### src/sv/sorted_priority_queue_defines.svh
// ----------------------------------------------------------------------------
// sorted_priority_queue_defines
// assertion macros used by the sorted priority queue rtl
// ----------------------------------------------------------------------------
`ifndef SORTED_PRIORITY_QUEUE_DEFINES_SVH
`define SORTED_PRIORITY_QUEUE_DEFINES_SVH

// same-cycle implication, checked on clk_i outside reset
`define SPQ_ASSERT_NOW(label, ante, cons, msg) \
  label: assert property (@(posedge clk_i) disable iff (!rst_ni) (ante) |-> (cons)) \
    else $error(msg);

// next-cycle implication, checked on clk_i outside reset
`define SPQ_ASSERT_NEXT(label, ante, cons, msg) \
  label: assert property (@(posedge clk_i) disable iff (!rst_ni) (ante) |=> (cons)) \
    else $error(msg);

`endif

### src/sv/spq_pkg.sv
`timescale 1ns / 1ps
// ----------------------------------------------------------------------------
// spq_pkg
// shared types and constants of the sorted priority queue
// ----------------------------------------------------------------------------
package spq_pkg;

  localparam int unsigned CAPACITY_DEF = 16;
  localparam int unsigned DATA_W       = 32;
  localparam int unsigned OCC_W        = 5;

  // operation codes
  localparam logic FUNC_ENQ = 1'b0;
  localparam logic FUNC_DEQ = 1'b1;

  typedef enum logic [1:0] {
    ST_ENQ   = 2'd0,
    ST_DEQ   = 2'd1,
    ST_EMPTY = 2'd2,
    ST_FULL  = 2'd3
  } status_e;

  // operation broadcast to every cell
  typedef struct packed {
    logic                     ins;
    logic                     del;
    logic signed [DATA_W-1:0] value;
    logic signed [DATA_W-1:0] weight;
  } spq_op_t;

  // one result item
  typedef struct packed {
    status_e                  status;
    logic signed [DATA_W-1:0] value;
    logic signed [DATA_W-1:0] weight;
    logic [OCC_W-1:0]         occupancy;
  } spq_res_t;

endpackage

### src/sv/sorted_priority_queue.sv
`timescale 1ns / 1ps
// ----------------------------------------------------------------------------
// sorted_priority_queue
// bounded priority queue held as a sorted row of compare-and-shift cells
// ----------------------------------------------------------------------------
//
//   channel | dir | handshake              | payload
//   --------+-----+------------------------+-------------------------------------
//   in      | in  | in_valid_i / in_stall_o | func_i, item_value_i, item_weight_i
//   out     | out | out_valid_o/out_stall_i | status_o, out_value_o, out_weight_o,
//           |     |                        | occupancy_o
//
// one item per cycle while in_stall_o is low: every cell compares its weight with the new one in
// parallel and the whole row inserts or shifts in that same edge
// a result item is registered into the output register, or into the skid stage while the output is stalled
// reset clears the entry count and the output valid flags; cell contents stay
// a stalled output keeps taking items until the skid stage fills, then stalls
// ----------------------------------------------------------------------------
`include "sorted_priority_queue_defines.svh"

module sorted_priority_queue #(
  parameter int unsigned CAPACITY = spq_pkg::CAPACITY_DEF
) (
  input  logic                              clk_i,
  input  logic                              rst_ni,
  input  logic                              in_valid_i,
  output logic                              in_stall_o,
  input  logic                              func_i,
  input  logic signed [spq_pkg::DATA_W-1:0] item_value_i,
  input  logic signed [spq_pkg::DATA_W-1:0] item_weight_i,
  output logic                              out_valid_o,
  input  logic                              out_stall_i,
  output logic [1:0]                        status_o,
  output logic signed [spq_pkg::DATA_W-1:0] out_value_o,
  output logic signed [spq_pkg::DATA_W-1:0] out_weight_o,
  output logic [spq_pkg::OCC_W-1:0]         occupancy_o
);

  localparam int unsigned CntW  = $clog2(CAPACITY + 1);
  // count widened so that its low occupancy bits can always be picked
  localparam int unsigned ExtW  = (CntW > spq_pkg::OCC_W) ? CntW : spq_pkg::OCC_W;

  logic [CntW-1:0]                   count_q, count_d;
  logic                              in_acc;
  logic                              full;
  logic                              empty;
  logic                              is_enq;
  spq_pkg::spq_op_t                  op;
  spq_pkg::spq_res_t                 res;
  spq_pkg::spq_res_t                 out_res;
  logic                              skid_valid;
  logic [ExtW-1:0]                   count_ext;

  logic                              take_w  [CAPACITY];
  logic signed [spq_pkg::DATA_W-1:0] value_w [CAPACITY];
  logic signed [spq_pkg::DATA_W-1:0] weight_w[CAPACITY];

  assign in_acc = in_valid_i && !in_stall_o;
  assign full   = count_q == CntW'(CAPACITY);
  assign empty  = count_q == '0;
  assign is_enq = func_i == spq_pkg::FUNC_ENQ;

  // broadcast to the row; a dropped enqueue or empty dequeue touches nothing
  assign op.ins    = in_acc && is_enq && !full;
  assign op.del    = in_acc && !is_enq && !empty;
  assign op.value  = item_value_i;
  assign op.weight = item_weight_i;

  // ---- row of cells, front of the queue at cell 0 ----
  for (genvar g = 0; g < CAPACITY; g++) begin : g_cell
    logic                              take_left;
    logic signed [spq_pkg::DATA_W-1:0] left_value;
    logic signed [spq_pkg::DATA_W-1:0] left_weight;
    logic signed [spq_pkg::DATA_W-1:0] right_value;
    logic signed [spq_pkg::DATA_W-1:0] right_weight;

    if (g == 0) begin : g_first
      assign take_left   = 1'b0;
      assign left_value  = '0;
      assign left_weight = '0;
    end else begin : g_mid
      assign take_left   = take_w[g-1];
      assign left_value  = value_w[g-1];
      assign left_weight = weight_w[g-1];
    end

    if (g == CAPACITY - 1) begin : g_last
      assign right_value  = '0;
      assign right_weight = '0;
    end else begin : g_inner
      assign right_value  = value_w[g+1];
      assign right_weight = weight_w[g+1];
    end

    spq_cell #(
      .Idx (g),
      .CntW(CntW)
    ) u_cell (
      .clk_i         (clk_i),
      .op_i          (op),
      .count_i       (count_q),
      .take_left_i   (take_left),
      .left_value_i  (left_value),
      .left_weight_i (left_weight),
      .right_value_i (right_value),
      .right_weight_i(right_weight),
      .take_o        (take_w[g]),
      .value_o       (value_w[g]),
      .weight_o      (weight_w[g])
    );
  end

  // ---- entry count ----
  always_comb begin
    count_d = count_q;
    if (op.ins) begin
      count_d = count_q + 1'b1;
    end else if (op.del) begin
      count_d = count_q - 1'b1;
    end
  end

  always_ff @(posedge clk_i or negedge rst_ni) begin
    if (!rst_ni) begin
      count_q <= '0;
    end else begin
      count_q <= count_d;
    end
  end

  // ---- result item ----
  assign count_ext = ExtW'(count_d);

  always_comb begin
    res.value     = '0;
    res.weight    = '0;
    res.occupancy = count_ext[spq_pkg::OCC_W-1:0];
    if (is_enq) begin
      res.status = full ? spq_pkg::ST_FULL : spq_pkg::ST_ENQ;
    end else if (empty) begin
      res.status = spq_pkg::ST_EMPTY;
    end else begin
      // front entry leaves
      res.status = spq_pkg::ST_DEQ;
      res.value  = value_w[0];
      res.weight = weight_w[0];
    end
  end

  spq_out_buf u_out_buf (
    .clk_i       (clk_i),
    .rst_ni      (rst_ni),
    .res_valid_i (in_acc),
    .res_i       (res),
    .stall_o     (in_stall_o),
    .out_valid_o (out_valid_o),
    .out_stall_i (out_stall_i),
    .out_res_o   (out_res),
    .skid_valid_o(skid_valid)
  );

  assign status_o     = out_res.status;
  assign out_value_o  = out_res.value;
  assign out_weight_o = out_res.weight;
  assign occupancy_o  = out_res.occupancy;

  // ---- checks ----
  `SPQ_ASSERT_NOW(a_count_bound, 1'b1, count_q <= CntW'(CAPACITY), "count above capacity")
  `SPQ_ASSERT_NOW(a_skid_behind_out, skid_valid, out_valid_o, "skid full, output empty")
  `SPQ_ASSERT_NEXT(a_full_drop, in_acc && is_enq && full, $stable(count_q), "full drop moved count")
  `SPQ_ASSERT_NEXT(a_deq_count, op.del, count_q + 1'b1 == $past(count_q), "dequeue kept count")

endmodule

### src/sv/spq_cell.sv
`timescale 1ns / 1ps
// ----------------------------------------------------------------------------
// spq_cell
// one slot of the sorted row: compares, then keeps, loads or shifts
// ----------------------------------------------------------------------------
module spq_cell #(
  parameter int unsigned Idx  = 0,
  parameter int unsigned CntW = 5
) (
  input  logic                             clk_i,
  input  spq_pkg::spq_op_t                 op_i,
  input  logic [CntW-1:0]                  count_i,
  input  logic                             take_left_i,
  input  logic signed [spq_pkg::DATA_W-1:0] left_value_i,
  input  logic signed [spq_pkg::DATA_W-1:0] left_weight_i,
  input  logic signed [spq_pkg::DATA_W-1:0] right_value_i,
  input  logic signed [spq_pkg::DATA_W-1:0] right_weight_i,
  output logic                             take_o,
  output logic signed [spq_pkg::DATA_W-1:0] value_o,
  output logic signed [spq_pkg::DATA_W-1:0] weight_o
);

  logic signed [spq_pkg::DATA_W-1:0] value_q, value_d;
  logic signed [spq_pkg::DATA_W-1:0] weight_q, weight_d;
  logic                              occ;
  logic                              gt;

  assign occ = CntW'(Idx) < count_i;
  assign gt  = occ && (weight_q > op_i.weight);
  // slot at or behind the insert point
  assign take_o = gt || (count_i == CntW'(Idx));

  always_comb begin
    value_d  = value_q;
    weight_d = weight_q;
    if (op_i.ins && take_o) begin
      if (take_left_i) begin
        value_d  = left_value_i;
        weight_d = left_weight_i;
      end else begin
        value_d  = op_i.value;
        weight_d = op_i.weight;
      end
    end else if (op_i.del) begin
      value_d  = right_value_i;
      weight_d = right_weight_i;
    end
  end

  always_ff @(posedge clk_i) begin
    value_q  <= value_d;
    weight_q <= weight_d;
  end

  assign value_o  = value_q;
  assign weight_o = weight_q;

endmodule

### src/sv/spq_out_buf.sv
`timescale 1ns / 1ps
// ----------------------------------------------------------------------------
// spq_out_buf
// output register with a skid stage for result items
// ----------------------------------------------------------------------------
module spq_out_buf (
  input  logic              clk_i,
  input  logic              rst_ni,
  input  logic              res_valid_i,
  input  spq_pkg::spq_res_t res_i,
  output logic              stall_o,
  output logic              out_valid_o,
  input  logic              out_stall_i,
  output spq_pkg::spq_res_t out_res_o,
  output logic              skid_valid_o
);

  logic              out_valid_q, out_valid_d;
  logic              skid_valid_q, skid_valid_d;
  spq_pkg::spq_res_t out_res_q, out_res_d;
  spq_pkg::spq_res_t skid_res_q, skid_res_d;
  logic              out_take;

  assign out_take = out_valid_q && !out_stall_i;
  assign stall_o  = skid_valid_q;

  always_comb begin
    out_valid_d  = out_valid_q;
    skid_valid_d = skid_valid_q;
    out_res_d    = out_res_q;
    skid_res_d   = skid_res_q;
    if (skid_valid_q) begin
      if (out_take) begin
        out_res_d    = skid_res_q;
        skid_valid_d = 1'b0;
      end
    end else if (res_valid_i) begin
      if (!out_valid_q || out_take) begin
        out_res_d   = res_i;
        out_valid_d = 1'b1;
      end else begin
        skid_res_d   = res_i;
        skid_valid_d = 1'b1;
      end
    end else if (out_take) begin
      out_valid_d = 1'b0;
    end
  end

  always_ff @(posedge clk_i or negedge rst_ni) begin
    if (!rst_ni) begin
      out_valid_q  <= 1'b0;
      skid_valid_q <= 1'b0;
    end else begin
      out_valid_q  <= out_valid_d;
      skid_valid_q <= skid_valid_d;
    end
  end

  always_ff @(posedge clk_i) begin
    out_res_q  <= out_res_d;
    skid_res_q <= skid_res_d;
  end

  assign out_valid_o  = out_valid_q;
  assign out_res_o    = out_res_q;
  assign skid_valid_o = skid_valid_q;

endmodule

### config.mk
export PLATFORM = sky130hd
export DESIGN_NAME = sorted_priority_queue
export DESIGN_NICKNAME = d
export VERILOG_FILES = /design/src/sv/spq_pkg.sv /design/src/sv/sorted_priority_queue.sv /design/src/sv/spq_cell.sv /design/src/sv/spq_out_buf.sv
export VERILOG_INCLUDE_DIRS = /design/src /design/src/sv
export SDC_FILE = /design/constraint.sdc
export NUM_CORES = 2
export LEC_CHECK = 0
export BUFFER_PORTS_ARGS = -buffer_cell sky130_fd_sc_hd__buf_4
export CORE_UTILIZATION = 37
export DETAILED_ROUTE_END_ITERATION = 8
export GPL_ROUTABILITY_DRIVEN = 0
export GPL_TIMING_DRIVEN = 0
export PLACE_DENSITY = 0.52
export SLEW_MARGIN = 15
export SYNTH_ARGS = -nofsm -noshare
export SYNTH_HDL_FRONTEND = slang
export SYNTH_HIERARCHICAL = 1
export SYNTH_SLANG_ARGS = --single-unit
### constraint.sdc
create_clock -name clk_i -period 7.6 [get_ports clk_i]
set_input_delay 0.76 -clock clk_i [delete_from_list [all_inputs] [get_ports clk_i]]
set_output_delay 0.76 -clock clk_i [all_outputs]
set_load 0.02 [all_outputs]
==> metrics.md <==
| Metric | Value |
|---|---|
| TritonCTS Buffers | `146` |
| Status | `finished clean` |
| Post-Syn Area | `78220 um2` |
| RSZ-0062 raised after global routing | `no` |
| Slew headroom | `21.84%` |
| Layout cell share with drive strength beyond 1 | `30.47%` |
| Worst endpoint required time | `8.07 ns` |
| First-pass GRT wire length | `299900 um` |
| Post-route ant nets | `0` |
| Die width | `461.8 um` |
| Clk_lat worst skew | `0.80 ns` |
| Crit Path Max Fanout | `35` |
| Area growth syn-to-layout | `12.97%` |
| Root buffer cell | `clkbuf_16` |
| Finish-stage setup viols | `0` |
| Syn Inst Count | `6238` |
| Worst EP arrival | `5.59 ns` |
| Endpoint type of the worst setup path | `flip-flop` |
| Hold_ws | `0.2212 ns` |
| Setup Crit Path Kind | `reg -> reg` |
| Met2 Usage GRT | `29.21%` |
| Final period util | `67.38%` |
| Wire length per cell | `20.62 um` |
| CP Launch Type | `flip-flop` |
| Worst-path clk slew | `0.06 ns` |
| # H-tree levels | `4` |
| Vias per cell | `5.012` |
| TritonCTS clock tree | `done` |
| Met3 usage | `2.135%` |
| Clk sinks | `1173` |
| Worst slew pin tran | `1.172 ns` |
| Max cap viols | `0` |
| Vias post-DR | `48120` |
| Core area | `209800 um2` |
| Worst vdd ir | `0.0002631 V` |
| Met1 Use GR | `25.82%` |
| Final Util | `42.13%` |
| Clock Path Buffers | `3` |
| Initial drt markers | `2757` |
| Largest net degree at the start of global routing | `65` |
| # IOs | `142` |
| Min-delay worst type | `in -> reg` |
| TritonRoute pass-1 iters | `5` |
| Initial core utilization | `37.29%` |
| Resize count post-CTS | `0` |
| Final WL | `198000 um` |
| Leak | `35.28 nW` |
| PD cells | `366.8 nW/um2` |
| Die Height | `461.8 um` |
| Busiest layer in global routing | `met2` |
| GR Util All Layers | `18.33%` |
| Fin crit period | `5.121 ns` |
| Drt drc | `0` |
| Vias in the first global route | `49280` |
| Die area | `213300 um2` |
| Core Rows | `168` |
| Final Max Tran Viols | `0` |
| Nets | `7263` |
| Post-DP HPWL | `161500 um` |
| Hold Fails Final Rpt | `0` |
| Skew final | `0.02364 ns` |
| Number of port buffers | `141` |
| Initial antenna violation count | `4` |
| F_max | `195.3 MHz` |
| Synthesized area per cell | `12.54 um2` |
| Synth warn | `6` |
| Total grt overflow | `0` |
==> power by group <==
| part | internal, mW | switching, mW |
|---|---|---|
| clock | 3.88 | 2.79 |
| sequential | 9.89 | 1.34 |
| combinational | 6.90 | 7.62 |
==> per-layer routing <==
| metal | share of wire (%) | routed length (um) |
|---|---|---|
| met5 | 0.021 | 41 |
| met4 | 2.8 | 5475 |
| met3 | 3.5 | 6862 |
| met2 | 45 | 88180 |
| met1 | 49 | 97400 |
==> registers in the layout, summed over array words and instances, names as in the netlist <==
| name | count |
|---|---|
| count_q | 5 |
| g_cell.u_cell/value_o | 512 |
| u_out_buf/skid_res_q | 71 |
| u_out_buf/skid_valid_o | 1 |
| u_out_buf/out_valid_o | 1 |
| g_cell.u_cell/weight_o | 512 |
| u_out_buf/out_res_o | 71 |
==> final timing paths <==
check / start / endpoint / slack (ns) / cells past startpoint
min: out_stall_i / u_out_buf/out_valid_o$_DFFE_PN0P_ / 0.22 / 3
max reg2reg: count_q[1]$_DFF_PN0_ / g_cell[12].u_cell/weight_o[4]$_DFFE_PP_ / 2.48 / 15
max in group asynchronous: rst_ni / count_q[4]$_DFF_PN0_ / 7.13 / 2
max: count_q[1]$_DFF_PN0_ / g_cell[12].u_cell/weight_o[4]$_DFFE_PP_ / 2.48 / 15
min reg2reg: g_cell[15].u_cell/value_o[8]$_DFFE_PP_ / g_cell[14].u_cell/value_o[8]$_DFFE_PP_ / 0.54 / 1
min in group asynchronous: rst_ni / count_q[2]$_DFF_PN0_ / 0.33 / 2
==> critical path, stage by stage, from the launching register on <==
cell and delay [ns]:
dfrtp_1 1.11, inv_1 0.16, ha_1 0.28, and4bb_2 0.26, nor3_2 0.39, buf_6 0.22, buf_4 0.23, buf_4 0.24
buf_4 0.24, and3_1 0.22, o21ai_1 0.10, o211ai_2 0.11, buf_6 0.28, buf_12 0.18, or2_4 0.42, buf_12 0.27
==> through the flow <==
step | total power [mW] | cells | TNS (ns) | worst slack (ns) | area, um2
floorplan | 21.54 | 6366 | 0 | 0.6123 | 78700
global placement | 25.48 | 9312 | -2156.55 | -2.762 | 83270
detailed placement | 25.99 | 9336 | 0 | 1.779 | 83830
CTS | 32.81 | 9599 | 0 | 2.514 | 88360
global route | 34.44 | 9600 | 0 | 2.176 | 88370
finish | 32.41 | 9601 | 0 | 2.479 | 88370
==> cell type report <==
| type | instances | area (um2) |
|---|---|---|
| diodes | 2 | 5.005 |
| plain buffers | 304 | 2450 |
| clock buffers | 183 | 3877 |
| clock inverters | 79 | 646.9 |
| fillers | 19570 | 121400 |
| inverters | 535 | 2008 |
| multi-input cells | 4354 | 39130 |
| flip-flops and latches | 1173 | 35190 |
| well taps | 2805 | 3510 |
| repair buffers | 166 | 1555 |
==> cells in the final DEF, fill, tap and decap left out, drive strengths merged, types with 14 or more instances in the layout <==
| master | count |
|---|---|
| conb | 129 |
| o211ai | 20 |
| nor4 | 20 |
| inv | 541 |
| ha | 514 |
| or2 | 14 |
| nor2 | 44 |
| clkbuf | 325 |
| a21o | 39 |
| nand2b | 14 |
| nand3 | 67 |
| edfxtp | 1166 |
| and2 | 65 |
| or4 | 19 |
| nand2 | 634 |
| a21oi | 231 |
| buf | 327 |
| nor3 | 53 |
| a31oi | 16 |
| nand4 | 100 |
| mux2 | 1623 |
| and3 | 16 |
| o21ai | 569 |
| clkinv | 64 |
==> repair_timing <==
item,CTS,global route
hold endpoints to repair,7,0
setup buffers,0,0
hold buffers,1,0
(Power assumes the default switching activity.)
